[config.mk]
export PLATFORM = sky130hd
export DESIGN_NAME = random_walk_fading_trail_top
export DESIGN_NICKNAME = d
export VERILOG_FILES = /design/src/hdl/rwft_pkg.sv /design/src/hdl/random_walk_fading_trail_top.sv /design/src/hdl/rwft_ctrl.sv /design/src/hdl/rwft_dp.sv
export VERILOG_INCLUDE_DIRS = /design/src /design/src/hdl
export SDC_FILE = /design/constraint.sdc
export NUM_CORES = 2
export LEC_CHECK = 0
export BUFFER_PORTS_ARGS = -buffer_cell sky130_fd_sc_hd__buf_2
export CAP_MARGIN = 20
export CORE_ASPECT_RATIO = 1.25
export CORE_UTILIZATION = 40
export CTS_BUF_LIST = sky130_fd_sc_hd__clkbuf_8
export CTS_CLUSTER_DIAMETER = 40
export CTS_CLUSTER_SIZE = 14
export DETAILED_ROUTE_END_ITERATION = 8
export PLACE_DENSITY = 0.66
export SETUP_SLACK_MARGIN = 0.5
export SLEW_MARGIN = 20
export SYNTH_ARGS = -nofsm -noshare
export SYNTH_HDL_FRONTEND = slang
export SYNTH_SLANG_ARGS = --single-unit
[constraint.sdc]
create_clock -name aclk -period 13.3 [get_ports aclk]
set_input_delay 2.66 -clock aclk [delete_from_list [all_inputs] [get_ports aclk]]
set_output_delay 2.66 -clock aclk [all_outputs]
set_load 0.02 [all_outputs]
[src/hdl/random_walk_fading_trail_top_assert.svh]
// Assertion macros shared by the fading trail RTL.
`ifndef RANDOM_WALK_FADING_TRAIL_TOP_ASSERT_SVH
`define RANDOM_WALK_FADING_TRAIL_TOP_ASSERT_SVH

// cond must never hold outside reset
`define RWFT_ASSERT_NEVER(label, clk, rst_n, cond) \
    label: assert property (@(posedge clk) disable iff (!rst_n) !(cond)) \
        else $error("forbidden condition seen");

// a implies b in the same cycle
`define RWFT_ASSERT_IMPLY(label, clk, rst_n, a, b) \
    label: assert property (@(posedge clk) disable iff (!rst_n) (a) |-> (b)) \
        else $error("implication failed");

// a implies b in the next cycle
`define RWFT_ASSERT_NEXT(label, clk, rst_n, a, b) \
    label: assert property (@(posedge clk) disable iff (!rst_n) (a) |=> (b)) \
        else $error("next-cycle implication failed");

`endif

[src/hdl/rwft_pkg.sv]
// Package for the fading trail block: types, constants, palette.
package rwft_pkg;

    localparam int GRID_COLS_DEF    = 8;
    localparam int GRID_ROWS_DEF    = 8;
    localparam int WALKER_SLOTS_DEF = 8;

    localparam int FULL_LEVEL  = 256;
    localparam int LEVEL_FLOOR = 3;

    localparam int CFG_IDX_W  = 2;
    localparam int CFG_DATA_W = 9;

    localparam logic [8:0] FADE_RATE_RST      = 9'd26;
    localparam logic [8:0] MOVE_RATE_RST      = 9'd64;
    localparam logic [3:0] ACTIVE_WALKERS_RST = 4'd8;

    typedef enum logic [CFG_IDX_W-1:0] {
        CFG_FADE_RATE      = 2'd0,
        CFG_MOVE_RATE      = 2'd1,
        CFG_ACTIVE_WALKERS = 2'd2
    } cfg_idx_t;

    typedef enum logic [1:0] {
        DIR_X_INC = 2'd0,
        DIR_X_DEC = 2'd1,
        DIR_Y_INC = 2'd2,
        DIR_Y_DEC = 2'd3
    } dir_t;

    localparam logic OP_FRAME = 1'b0;
    localparam logic OP_PLACE = 1'b1;

    typedef struct packed {
        logic        op;
        logic [15:0] directions;
        logic [2:0]  walker_index;
        logic [2:0]  place_x;
        logic [2:0]  place_y;
    } in_t;

    typedef struct packed {
        logic [2:0] pixel_x;
        logic [2:0] pixel_y;
        logic [7:0] red;
        logic [7:0] green;
        logic [7:0] blue;
        logic       last;
    } out_t;

    typedef struct packed {
        logic accept;
        logic place;
        logic fade;
        logic move;
        logic stamp;
        logic emit_rd;
        logic emit_ld;
    } dp_cmd_t;

    typedef struct packed {
        logic cell_last;
        logic walker_last;
        logic out_free;
        logic rd_last;
    } dp_status_t;

    function automatic logic [23:0] palette_colour(input logic [2:0] idx);
        logic [23:0] c;
        case (idx)
            3'd0, 3'd5: c = 24'hFF0000;
            3'd1, 3'd6: c = 24'h00FF00;
            3'd2, 3'd7: c = 24'h0000FF;
            3'd3:       c = 24'hFFFF00;
            3'd4:       c = 24'hFF00FF;
            default:    c = 24'h000000;
        endcase
        return c;
    endfunction

endpackage

[src/hdl/random_walk_fading_trail_top.sv]
// Top level of the random walk fading trail block.
// Input channel s_valid/s_ready/s_data carries place and frame requests.
// A place request sets one walker's cell and emits nothing.
// A frame request fades all cells (one cell a cycle, the last write overlapping
// the first move cycle), steps each walker slot, stamps each slot, then emits
// COLS*ROWS pixels on m_valid/m_ready/m_data, x outer, y inner, last set on the
// final pixel. m_valid rises only after the stamp pass, and the next request is
// taken only once the last pixel is loaded into the output register; the cell
// memory's single read port reads one cell per cycle in the fade pass and, with
// no receiver stall, in the emit pass.
// s_ready is high only between requests; a result waiting in the output
// register does not block the next request.
// A receiver stall holds the current pixel and pauses the emit pass.
// cfg_wr_en/cfg_index/cfg_data write fade_rate, move_rate, active_walkers.
// Reset (aresetn low, synchronous) clears walkers, config and cell valid bits
// at once; no clearing pass is needed.
module random_walk_fading_trail_top #(
    parameter int GRID_COLS    = rwft_pkg::GRID_COLS_DEF,
    parameter int GRID_ROWS    = rwft_pkg::GRID_ROWS_DEF,
    parameter int WALKER_SLOTS = rwft_pkg::WALKER_SLOTS_DEF
) (
    input  logic                             aclk,
    input  logic                             aresetn,
    input  logic                             s_valid,
    output logic                             s_ready,
    input  rwft_pkg::in_t                    s_data,
    output logic                             m_valid,
    input  logic                             m_ready,
    output rwft_pkg::out_t                   m_data,
    input  logic                             cfg_wr_en,
    input  logic [rwft_pkg::CFG_IDX_W-1:0]   cfg_index,
    input  logic [rwft_pkg::CFG_DATA_W-1:0]  cfg_data
);

    rwft_pkg::dp_cmd_t    cmd;
    rwft_pkg::dp_status_t status;

    rwft_ctrl u_ctrl (
        .aclk    (aclk),
        .aresetn (aresetn),
        .s_valid (s_valid),
        .s_op    (s_data.op),
        .s_ready (s_ready),
        .status  (status),
        .cmd     (cmd)
    );

    rwft_dp #(
        .GRID_COLS    (GRID_COLS),
        .GRID_ROWS    (GRID_ROWS),
        .WALKER_SLOTS (WALKER_SLOTS)
    ) u_dp (
        .aclk      (aclk),
        .aresetn   (aresetn),
        .cmd       (cmd),
        .status    (status),
        .s_data    (s_data),
        .cfg_wr_en (cfg_wr_en),
        .cfg_index (cfg_index),
        .cfg_data  (cfg_data),
        .m_ready   (m_ready),
        .m_valid   (m_valid),
        .m_data    (m_data)
    );

endmodule

[src/hdl/rwft_ctrl.sv]
// Frame sequencer: fade pass, walker move, stamp, pixel emit.
module rwft_ctrl (
    input  logic                   aclk,
    input  logic                   aresetn,
    input  logic                   s_valid,
    input  logic                   s_op,
    output logic                   s_ready,
    input  rwft_pkg::dp_status_t   status,
    output rwft_pkg::dp_cmd_t      cmd
);

    typedef enum logic [5:0] {
        ST_IDLE    = 6'b000001,
        ST_FADE    = 6'b000010,
        ST_MOVE    = 6'b000100,
        ST_STAMP   = 6'b001000,
        ST_EMIT_RD = 6'b010000,
        ST_EMIT    = 6'b100000
    } state_t;

    state_t state_reg, state_next;

    always_ff @(posedge aclk) begin
        if (!aresetn) begin
            state_reg <= ST_IDLE;
        end else begin
            state_reg <= state_next;
        end
    end

    always_comb begin
        state_next = state_reg;
        cmd        = '0;
        s_ready    = 1'b0;
        case (state_reg)
            ST_IDLE: begin
                s_ready = 1'b1;
                if (s_valid) begin
                    cmd.accept = 1'b1;
                    if (s_op == rwft_pkg::OP_PLACE) begin
                        cmd.place = 1'b1;
                    end else begin
                        state_next = ST_FADE;
                    end
                end
            end
            ST_FADE: begin
                cmd.fade = 1'b1;
                if (status.cell_last) state_next = ST_MOVE;
            end
            ST_MOVE: begin
                cmd.move = 1'b1;
                if (status.walker_last) state_next = ST_STAMP;
            end
            ST_STAMP: begin
                cmd.stamp = 1'b1;
                if (status.walker_last) state_next = ST_EMIT_RD;
            end
            ST_EMIT_RD: begin
                cmd.emit_rd = 1'b1;
                state_next  = ST_EMIT;
            end
            ST_EMIT: begin
                if (status.out_free) begin
                    cmd.emit_ld = 1'b1;
                    if (status.rd_last) state_next = ST_IDLE;
                end
            end
            default: state_next = ST_IDLE;
        endcase
    end

endmodule

[src/hdl/rwft_dp.sv]
// Datapath: config registers, walker registers, cell memories, pixel output.
`include "random_walk_fading_trail_top_assert.svh"

module rwft_dp #(
    parameter int GRID_COLS    = rwft_pkg::GRID_COLS_DEF,
    parameter int GRID_ROWS    = rwft_pkg::GRID_ROWS_DEF,
    parameter int WALKER_SLOTS = rwft_pkg::WALKER_SLOTS_DEF
) (
    input  logic                              aclk,
    input  logic                              aresetn,
    input  rwft_pkg::dp_cmd_t                 cmd,
    output rwft_pkg::dp_status_t              status,
    input  rwft_pkg::in_t                     s_data,
    input  logic                              cfg_wr_en,
    input  logic [rwft_pkg::CFG_IDX_W-1:0]    cfg_index,
    input  logic [rwft_pkg::CFG_DATA_W-1:0]   cfg_data,
    input  logic                              m_ready,
    output logic                              m_valid,
    output rwft_pkg::out_t                    m_data
);

    localparam int CELLS   = GRID_COLS * GRID_ROWS;
    localparam int CELL_AW = $clog2(CELLS);
    localparam int COL_W   = $clog2(GRID_COLS);
    localparam int ROW_W   = $clog2(GRID_ROWS);
    localparam int WK_W    = (WALKER_SLOTS > 1) ? $clog2(WALKER_SLOTS) : 1;

    localparam logic [COL_W-1:0] COL_MAX = COL_W'(GRID_COLS - 1);
    localparam logic [ROW_W-1:0] ROW_MAX = ROW_W'(GRID_ROWS - 1);
    localparam logic [WK_W-1:0]  WK_MAX  = WK_W'(WALKER_SLOTS - 1);

    // configuration
    logic [8:0] fade_rate_reg, move_rate_reg;
    logic [3:0] active_reg;

    always_ff @(posedge aclk) begin
        if (!aresetn) begin
            fade_rate_reg <= rwft_pkg::FADE_RATE_RST;
            move_rate_reg <= rwft_pkg::MOVE_RATE_RST;
            active_reg    <= rwft_pkg::ACTIVE_WALKERS_RST;
        end else if (cfg_wr_en) begin
            case (rwft_pkg::cfg_idx_t'(cfg_index))
                rwft_pkg::CFG_FADE_RATE:      fade_rate_reg <= cfg_data[8:0];
                rwft_pkg::CFG_MOVE_RATE:      move_rate_reg <= cfg_data[8:0];
                rwft_pkg::CFG_ACTIVE_WALKERS: active_reg    <= cfg_data[3:0];
                default: ;
            endcase
        end
    end

    logic [8:0] keep;
    assign keep = (fade_rate_reg > 9'(rwft_pkg::FULL_LEVEL)) ? 9'd0
                : 9'(rwft_pkg::FULL_LEVEL) - fade_rate_reg;

    // cell scan counter, y inner
    logic [COL_W-1:0] x_reg;
    logic [ROW_W-1:0] y_reg;
    logic             cell_last, mem_re, rd_last_reg;

    assign cell_last = (x_reg == COL_MAX) && (y_reg == ROW_MAX);
    assign mem_re    = cmd.fade || cmd.emit_rd || (cmd.emit_ld && !rd_last_reg);

    always_ff @(posedge aclk) begin
        if (!aresetn) begin
            x_reg <= '0;
            y_reg <= '0;
        end else if (mem_re) begin
            if (y_reg == ROW_MAX) begin
                y_reg <= '0;
                x_reg <= (x_reg == COL_MAX) ? '0 : x_reg + 1'b1;
            end else begin
                y_reg <= y_reg + 1'b1;
            end
        end
    end

    logic [CELL_AW-1:0] raddr;
    assign raddr = CELL_AW'(int'(x_reg) * GRID_ROWS + int'(y_reg));

    // walkers
    logic [COL_W-1:0] col_reg   [WALKER_SLOTS];
    logic [ROW_W-1:0] row_reg   [WALKER_SLOTS];
    logic [8:0]       timer_reg [WALKER_SLOTS];
    logic [WK_W-1:0]  wcnt_reg;
    logic [15:0]      dirs_reg;

    logic [COL_W-1:0] cur_col, place_col;
    logic [ROW_W-1:0] cur_row, place_row;
    logic [9:0]       tsum;
    logic [1:0]       dir;
    logic             w_active, walker_last, place_ok;

    assign cur_col     = col_reg[wcnt_reg];
    assign cur_row     = row_reg[wcnt_reg];
    assign tsum        = {1'b0, timer_reg[wcnt_reg]} + {1'b0, move_rate_reg};
    assign dir         = dirs_reg[2 * int'(wcnt_reg) +: 2];
    assign w_active    = 4'(wcnt_reg) < active_reg;
    assign walker_last = (wcnt_reg == WK_MAX);
    assign place_ok    = 4'(s_data.walker_index) < 4'(WALKER_SLOTS);
    assign place_col   = (s_data.place_x > 3'(GRID_COLS - 1)) ? COL_MAX
                       : COL_W'(s_data.place_x);
    assign place_row   = (s_data.place_y > 3'(GRID_ROWS - 1)) ? ROW_MAX
                       : ROW_W'(s_data.place_y);

    always_ff @(posedge aclk) begin
        if (cmd.accept) dirs_reg <= s_data.directions;
    end

    always_ff @(posedge aclk) begin
        if (!aresetn) begin
            wcnt_reg <= '0;
        end else if (cmd.move || cmd.stamp) begin
            wcnt_reg <= walker_last ? '0 : wcnt_reg + 1'b1;
        end
    end

    always_ff @(posedge aclk) begin
        if (!aresetn) begin
            for (int i = 0; i < WALKER_SLOTS; i++) begin
                col_reg[i]   <= '0;
                row_reg[i]   <= '0;
                timer_reg[i] <= '0;
            end
        end else if (cmd.place && place_ok) begin
            col_reg[WK_W'(s_data.walker_index)] <= place_col;
            row_reg[WK_W'(s_data.walker_index)] <= place_row;
        end else if (cmd.move && w_active) begin
            if (tsum >= 10'(rwft_pkg::FULL_LEVEL)) begin
                timer_reg[wcnt_reg] <= '0;
                case (rwft_pkg::dir_t'(dir))
                    rwft_pkg::DIR_X_INC:
                        if (cur_col != COL_MAX) col_reg[wcnt_reg] <= cur_col + 1'b1;
                    rwft_pkg::DIR_X_DEC:
                        if (cur_col != '0) col_reg[wcnt_reg] <= cur_col - 1'b1;
                    rwft_pkg::DIR_Y_INC:
                        if (cur_row != ROW_MAX) row_reg[wcnt_reg] <= cur_row + 1'b1;
                    rwft_pkg::DIR_Y_DEC:
                        if (cur_row != '0) row_reg[wcnt_reg] <= cur_row - 1'b1;
                    default: ;
                endcase
            end else begin
                timer_reg[wcnt_reg] <= tsum[8:0];
            end
        end
    end

    // cell memories with per-entry valid bits
    logic [8:0]  level_mem  [CELLS];
    logic [23:0] colour_mem [CELLS];
    logic [CELLS-1:0] level_vld_reg, colour_vld_reg;

    logic [8:0]         rd_level_raw_reg;
    logic [23:0]        rd_colour_raw_reg;
    logic               rd_lvl_vld_reg, rd_col_vld_reg;
    logic [COL_W-1:0]   rd_x_reg;
    logic [ROW_W-1:0]   rd_y_reg;
    logic               fade_wr_reg;
    logic [CELL_AW-1:0] fade_waddr_reg;

    logic [8:0]         rd_level, faded, wlevel;
    logic [23:0]        rd_colour;
    logic [17:0]        fade_prod;
    logic               stamp_en, lvl_we;
    logic [CELL_AW-1:0] stamp_addr, waddr;

    assign rd_level   = rd_lvl_vld_reg ? rd_level_raw_reg : '0;
    assign rd_colour  = rd_col_vld_reg ? rd_colour_raw_reg : '0;
    assign fade_prod  = {9'd0, rd_level} * {9'd0, keep};
    assign faded      = (fade_prod[16:8] < 9'(rwft_pkg::LEVEL_FLOOR)) ? 9'd0
                      : fade_prod[16:8];
    assign stamp_en   = cmd.stamp && w_active;
    assign stamp_addr = CELL_AW'(int'(cur_col) * GRID_ROWS + int'(cur_row));
    assign waddr      = fade_wr_reg ? fade_waddr_reg : stamp_addr;
    assign wlevel     = fade_wr_reg ? faded : 9'(rwft_pkg::FULL_LEVEL);
    assign lvl_we     = fade_wr_reg || stamp_en;

    always_ff @(posedge aclk) begin
        if (lvl_we) level_mem[waddr] <= wlevel;
        if (stamp_en) colour_mem[waddr] <= rwft_pkg::palette_colour(3'(wcnt_reg));
        if (mem_re) begin
            rd_level_raw_reg  <= level_mem[raddr];
            rd_colour_raw_reg <= colour_mem[raddr];
        end
    end

    always_ff @(posedge aclk) begin
        if (mem_re) begin
            rd_lvl_vld_reg <= level_vld_reg[raddr];
            rd_col_vld_reg <= colour_vld_reg[raddr];
            rd_x_reg       <= x_reg;
            rd_y_reg       <= y_reg;
        end
        fade_waddr_reg <= raddr;
    end

    always_ff @(posedge aclk) begin
        if (!aresetn) begin
            level_vld_reg  <= '0;
            colour_vld_reg <= '0;
            fade_wr_reg    <= 1'b0;
            rd_last_reg    <= 1'b0;
        end else begin
            fade_wr_reg <= cmd.fade;
            if (mem_re) rd_last_reg <= cell_last;
            if (lvl_we) level_vld_reg[waddr] <= 1'b1;
            if (stamp_en) colour_vld_reg[waddr] <= 1'b1;
        end
    end

    // output register
    logic           m_valid_reg;
    rwft_pkg::out_t m_data_reg;
    logic [16:0]    red_prod, green_prod, blue_prod;
    logic           out_free;

    assign out_free   = !m_valid_reg || m_ready;
    assign red_prod   = {9'd0, rd_colour[23:16]} * {8'd0, rd_level};
    assign green_prod = {9'd0, rd_colour[15:8]} * {8'd0, rd_level};
    assign blue_prod  = {9'd0, rd_colour[7:0]} * {8'd0, rd_level};

    always_ff @(posedge aclk) begin
        if (!aresetn) begin
            m_valid_reg <= 1'b0;
        end else if (cmd.emit_ld) begin
            m_valid_reg <= 1'b1;
        end else if (m_ready) begin
            m_valid_reg <= 1'b0;
        end
    end

    always_ff @(posedge aclk) begin
        if (cmd.emit_ld) begin
            m_data_reg.pixel_x <= 3'(rd_x_reg);
            m_data_reg.pixel_y <= 3'(rd_y_reg);
            m_data_reg.red     <= red_prod[15:8];
            m_data_reg.green   <= green_prod[15:8];
            m_data_reg.blue    <= blue_prod[15:8];
            m_data_reg.last    <= rd_last_reg;
        end
    end

    assign m_valid            = m_valid_reg;
    assign m_data             = m_data_reg;
    assign status.cell_last   = cell_last;
    assign status.walker_last = walker_last;
    assign status.out_free    = out_free;
    assign status.rd_last     = rd_last_reg;

    `RWFT_ASSERT_NEVER(a_write_clash, aclk, aresetn, fade_wr_reg && cmd.stamp)
    `RWFT_ASSERT_IMPLY(a_load_when_free, aclk, aresetn, cmd.emit_ld, out_free)
    `RWFT_ASSERT_NEXT(a_last_pixel, aclk, aresetn, cmd.emit_ld && rd_last_reg, m_valid_reg && m_data_reg.last)

endmodule

Word level (Yosys, flattened, before mapping)

Memories as Yosys holds them, arrays and structs flattened. A register that Yosys moved wholly into a read port is not among the register bits.
Index checks and enable logic that the tools add are counted.

Register bits after elaboration: 229
Latch bits: 0
RAM bits: 2232
ROM bits: 192
Input port bits: 42
Memories kept: 6

Memories:

| memory          | words | width | rd ports | clocked after Yosys merged registers in | write ports | RTL line       | source |
|---|---|---|---|---|---|---|---|
| u_dp.colour_mem | 64    | 24    | 1        | 1                                       | 1           | rwft_dp.sv:149 | `logic [23:0] colour_mem [CELLS];` |
| u_dp.level_mem  | 64    | 9     | 1        | 1                                       | 1           | rwft_dp.sv:148 | `logic [8:0] level_mem [CELLS];` |
| (no name shown) | 8     | 24    | 1        | 1                                       | 0           | rwft_pkg.sv:70 | `case (idx)` |
| u_dp.timer_reg  | 8     | 9     | 1        | 1                                       | 8           | rwft_dp.sv:83  | `logic [8:0] timer_reg [WALKER_SLOTS];` |
| u_dp.col_reg    | 8     | 3     | 1        | 1                                       | 8           | rwft_dp.sv:81  | `logic [COL_W-1:0] col_reg [WALKER_SLOTS];` |
| u_dp.row_reg    | 8     | 3     | 1        | 1                                       | 8           | rwft_dp.sv:82  | `logic [ROW_W-1:0] row_reg [WALKER_SLOTS];` |

Add/sub/neg operators: 11
$mul: 4
Divide/modulo/power cells: 0
Order comparisons: 9
Equal/unequal tests: 23
Shift-type cells: 1
Muxes and demuxes: 110
Bitwise logic cells: 5
Reductions and logical operators: 27

Operator list:

| operator                                                   | number |
|---|---|
| OR 64 bit                                                  | 2 |
| 2-to-1 mux 3 bit                                           | 24 |
| 2-to-1 mux 1 bit                                           | 64 |
| 2-to-1 mux 9 bit                                           | 6 |
| multiplier 8 x 9 -> 16 bit                                 | 3 |
| 2-to-1 mux 24 bit                                          | 2 |
| 2-to-1 mux 6 bit                                           | 8 |
| one-hot mux 6 bit (6 select lines)                         | 1 |
| multiplier 9 x 9 -> 17 bit                                 | 1 |
| indexed part select 16 x 5 -> 2 bit                        | 1 |
| adder 3 x 1 -> 3 bit, second input constant                | 5 |
| less-than comparator 6 x 7 -> 1 bit, second input constant | 2 |
| adder 6 x 3 -> 6 bit                                       | 2 |
| binary-select mux 1 bit (select 6 bit)                     | 2 |
| OR reduction 3 bit                                         | 4 |
| adder 9 x 9 -> 10 bit                                      | 1 |
| >= comparator 10 x 9 -> 1 bit, second input constant       | 1 |
| inequality test 2 x 1 -> 1 bit, second input constant      | 5 |
| equality test 3 bit, second input constant                 | 3 |
| > comparator 9 bit, second input constant                  | 1 |
| less-than comparator 9 x 2 -> 1 bit, second input constant | 1 |
| OR reduction 9 bit                                         | 1 |
| subtractor 9 bit, first input constant                     | 1 |
| AND reduction 2 bit                                        | 4 |
| 24 further kinds                                           | 45 |

Depth between registers and ports, before layout

Word-level depth: 11
Depth in mapped cells: 24
Mapped depth without buffers: 23

By module

From an unflattened synthesis, not the netlist that was laid out.

Cell total of the unflattened synthesis: 3202
Area, all modules: 52354.0 um^2

By module, submodules not included:

| module    | times used | cells an instance | area each (um^2) |
|---|---|---|---|
| rwft_dp   | 1          | 3162              | 51953.6 |
| rwft_ctrl | 1          | 40                | 400.4 |

Least setup slack after synthesis

No wires, ideal clock.

Path type: register to register
Start: register u_dp.fade_rate_reg[2]
End: memory u_dp.level_mem[0][1] (data pin)
Setup time: 0.768 ns
Arrival: 8.491 ns
Required time: 12.532 ns
Slack: 4.042 ns
Cell stages (with the launch flop): 21
Path buffers: 1
Clock period less this slack: 9.258 ns
Cell sequence: dfxtp_1 or4_1 o31a_1 a311o_1 or2_2 fa_1 inv_1 fa_1 fa_1 inv_1 fa_1 inv_1 ha_1 clkbuf_1 a21oi_1 a21boi_0 nor2b_1 nand3_1 a2111oi_0 nor4b_1 a311oi_1

Longest elaborated chain between the ends: 6

RTL lines:

| item                                                   | RTL line                     | source |
|---|---|---|
| start: declaration                                     | rwft_dp.sv:33                | `logic [8:0] fade_rate_reg, move_rate_reg;` |
| start signal: assignment                               | rwft_dp.sv:38                | `fade_rate_reg <= rwft_pkg::FADE_RATE_RST;` |
| start signal: assignment                               | rwft_dp.sv:43                | `rwft_pkg::CFG_FADE_RATE: fade_rate_reg <= cfg_data[8:0];` |
| subtractor 9 bit or > comparator 9 bit (tied branches) | rwft_dp.sv:53, rwft_dp.sv:52 |  |
| 2-to-1 mux 9 bit (*)                                   | rwft_dp.sv:52                | `assign keep = (fade_rate_reg > 9'(rwft_pkg::FULL_LEVEL)) ? 9'd0` |
| multiplier 9 x 9 -> 17 bit (*)                         | rwft_dp.sv:168               | `assign fade_prod = {9'd0, rd_level} * {9'd0, keep};` |
| less-than comparator 9 x 2 -> 1 bit                    | rwft_dp.sv:169               | `assign faded = (fade_prod[16:8] < 9'(rwft_pkg::LEVEL_FLOOR)) ? 9'd0` |
| 2-to-1 mux 9 bit (*)                                   | rwft_dp.sv:169               |  |
| 2-to-1 mux 9 bit (*)                                   | rwft_dp.sv:174               | `assign wlevel = fade_wr_reg ? faded : 9'(rwft_pkg::FULL_LEVEL);` |
| net u_dp.wlevel[1]                                     | rwft_dp.sv:160               | `logic [8:0] rd_level, faded, wlevel;` |
| end: declaration                                       | rwft_dp.sv:148               |  |

The timed path passes the listed nets; every way through them passes the cells marked *.

Worst setup path after layout

Start: register u_dp.fade_rate_reg[2]
End: memory u_dp.level_mem[53][6] (data pin)

Same word-level chain as after synthesis.

==> results.yml <==
outcome:
  outcome: "finished clean"
power:
  p_leak_nw: 19.0
  p_total_mw: 7.71
  pwr_density_cell_nw_per_um2: 134
  ir_drop_uv: 79.0
clocking:
  post_cts_buffers: 0
  cts.sinks: 1135
  root_buffer: "clkbuf_8"
  cts_hold_buf: 0
  cts_resized: 0
  cts_buffer_depth: 3
  htreeDepth: 3
  cts_tree: "yes"
  clk_latency_ns: 0.84
  path_clk_slew_ns: 0.09
  numCtsBuffers: 111
sta:
  hold_viol: 0
  slew_viol_final: 0
  max_freq_ghz: 0.122
  setup-violations-final: 0
  worstMarginPinSlew_ns: 1.12
  setup_tns_ns: 0
  slew_headroom: 0.251
  min_period_ns: 8.17
  period_share: 0.614
  worst_clock_skew_ns: 0.0542
  rsz0062_at_grt: "no"
setup_path:
  critPathSlowestCell: "and2_2"
  rr_startpoint: "u_dp.fade_rate_reg[2]$_SDFFE_PN0P_"
  crit_fanout: 64
  required_ns: 13.74
  arrival_ns: 8.61
  cp_common_cell: "fa_1"
  ff2ff_setup_slack_ns: 5.13
  cp-end-kind: "flip-flop"
  max_stage_delay_ns: 0.84
  cp_cell_sequence: "or4_1 > o41ai_2 > nand2_1 > nor2_1 > fa_1 > fa_1 > fa_1 > inv_1 > fa_1 > inv_1 > ha_1 > a21oi_1 > a21boi_0 > nor2b_1 > nand3_1 > a2111oi_0 > nand2b_1 > and2_2"
  cp.depth: 18
  worstSetupPathType: "reg -> reg"
  rr_worst_depth: 18
  crit_start: "u_dp.fade_rate_reg[2]$_SDFFE_PN0P_"
  r2r-end: "u_dp.level_mem[53][6]$_DFFE_PP_"
  cp_top_family: "simple AND/OR/NAND/NOR gates"
  worstSetupStartpointType: "flip-flop"
  crit_end: "u_dp.level_mem[53][6]$_DFFE_PP_"
  cp.buffers_inverters: 2
logic_synthesis:
  synth.area.top_cells: "edfxtp_1 54%, mux4_2 14%, dfxtp_1 6.8%"
  synth_edf_count: 955
  synthDistinctLibCells: 83
  yosys_warnings: 0
  synth_top_area_frac: 0.544
  ys.flop_type: "edfxtp_1"
  yosysSeqAreaShare: 0.612
  synth_area_leader_cell: "edfxtp_1"
  ys_ff_latch: 1135
  syn_area_per_cell_sq_um: 15.6
  netlist_area_sq_um: 52700
  async_flop_share: 0
  synth_cells: 3379
final_layout:
  drive_gt1_frac: 0.199
  largest_reg_flops: 576
  nets: 3795
  area_delta_synth_final_pct: 8.74
  fillers: 11500
grt:
  first_global_vias: 29600
  antenna_found_initial: 6
  grt_max_degree: 141
  grt_usage: 0.175
  grt_pass1_wl_um: 178000
  gr-total-overflow: 0
detailed_routing:
  initialDrtViolationCount: 2310
  antenna_left: 0
  wire_per_inst_um: 21.8
  routed_wl_um: 115000
  vias: 28300
  drt_drc_violations_left: 0
  first_pass_iters: 6
  vias_per_cell: 5.38
die:
  die_height_um: 408
  num_rows: 148
  die_area_sq_um: 133000
  io_pins: 75
  start_util: 0.404
  core-area_sq_um: 131000
  dieWidth_um: 327
placement:
  place_hpwl_um: 76200
  io_buffers: 74
  place.gp.congestion: 0.862
flow_run:
  maxCapViolations: 0
worst_hold_path:
  worstHoldPathType: "reg -> reg"
[report_power, final]
| group | internal (mW) | switching [mW] | leakage [nW] |
|---|---|---|---|
| combinational | 0.628 | 0.914 | 7.98 |
| sequential | 3.93 | 0.0522 | 9.80 |
| clock | 0.925 | 1.26 | 1.23 |
| total | 5.48 | 2.22 | 19.0 |
[stage by stage]
stage	hold WS, ns	utilization	cells	cell area [sq um]	setup slack [ns]
detailed placement	0.408	0.422	5067	55100	5.30
floorplan	0.363	-	3386	52700	4.04
finish	0.441	0.439	5267	57300	5.13
global route	0.454	0.439	5266	57300	4.62
CTS	0.445	0.439	5263	57300	5.23
global placement	0.403	0.422	5067	55100	5.45
[per-layer routing]
| layer | global-route usage | part of all wire | wire length [um] |
|---|---|---|---|
| met5 | 0 | 0.00054 | 62 |
| met4 | 0.0623 | 0.031 | 3600 |
| met3 | 0.0292 | 0.056 | 6370 |
| met2 | 0.307 | 0.52 | 59900 |
| met1 | 0.216 | 0.39 | 44700 |
[worst reg2reg max path: cells and delay by family, from the launching register on]
family / cells / cell delay [ns]
AND/OR/NAND/NOR: 7 / 2.86
adder cells (fa/ha/maj): 5 / 2.40
AO/OA/AOI/OAI: 4 / 2.00
flip-flops: 1 / 0.37
buffers and inverters: 2 / 0.10
[layout make-up]
cell class / instances / area (sq um) / share of cell area
antenna: 3 / 7.51 / 0.000131
inverter: 239 / 897 / 0.0156
multi-input combinational: 1843 / 19000 / 0.331
timing repair buffer: 126 / 776 / 0.0135
sequential: 1135 / 32300 / 0.563
clock inverter: 80 / 623 / 0.0109
clock buffer: 116 / 1600 / 0.0278
tap: 1725 / 2160 / 0.0376
[placed cells by master, fill, tap and decap left out, drive strengths merged, types with 12 or more instances in the layout]
cell type | netlist | layout
mux4 | 327 | 327
nor2b | 12 | 12
xnor2 | 34 | 34
clkinv | 2 | 28
mux2 | 16 | 16
inv | 237 | 282
clkbuf | 107 | 116
o21ai | 144 | 144
edfxtp | 955 | 955
nor2 | 325 | 325
nand3 | 48 | 48
xor2 | 18 | 18
nand4 | 12 | 12
o21a | 41 | 41
a21oi | 40 | 40
dfxtp | 180 | 180
nand2b | 16 | 16
o31ai | 16 | 16
nand2 | 248 | 248
ha | 144 | 144
buf | 62 | 126
a21o | 12 | 12
a211oi | 13 | 13
fa | 153 | 153
or2 | 16 | 16
nor3 | 45 | 45
mux2i | 38 | 38
and2 | 15 | 15
[worst min path at each step]
stage	cells past startpoint	end	start	slack, ns
global route	0	u_dp.m_data[28]$_DFFE_PP_	u_dp.rd_x_reg[0]$_DFFE_PN_	0.45
floorplan	0	u_dp.fade_waddr_reg[1]$_DFF_P_	u_dp.y_reg[1]$_SDFFE_PN0N_	0.36
detailed placement	0	u_dp.m_data[29]$_DFFE_PP_	u_dp.rd_x_reg[1]$_DFFE_PN_	0.41
global placement	0	u_dp.m_data[29]$_DFFE_PP_	u_dp.rd_x_reg[1]$_DFFE_PN_	0.40
CTS	0	u_dp.m_data[30]$_DFFE_PP_	u_dp.rd_x_reg[2]$_DFFE_PN_	0.45
finish	0	u_dp.m_data[30]$_DFFE_PP_	u_dp.rd_x_reg[2]$_DFFE_PN_	0.44
[Yosys cell counts (all sizes together), types with 18 or more instances]
| cell type | instances |
|---|---|
| edfxtp | 955 |
| mux4 | 327 |
| nor2 | 325 |
| nand2 | 248 |
| inv | 237 |
| dfxtp | 180 |
| fa | 153 |
| ha | 144 |
| o21ai | 144 |
| clkbuf | 107 |
| buf | 62 |
| nand3 | 48 |
| nor3 | 45 |
| o21a | 41 |
| a21oi | 40 |
| mux2i | 38 |
| xnor2 | 34 |
| xor2 | 18 |
[cell families after synthesis]
family | after synthesis | share of synthesized area
buf+inv | 408 | 0.0304
fa+ha+maj | 297 | 0.0923
mux | 381 | 0.151
compound gates | 316 | 0.0382
flops | 1135 | 0.612
simple gates | 789 | 0.0673
xor+xnor | 52 | 0.00864
other cells | 1 | 0.0000711
No activity file was read; power rests on OpenSTA's default activity.
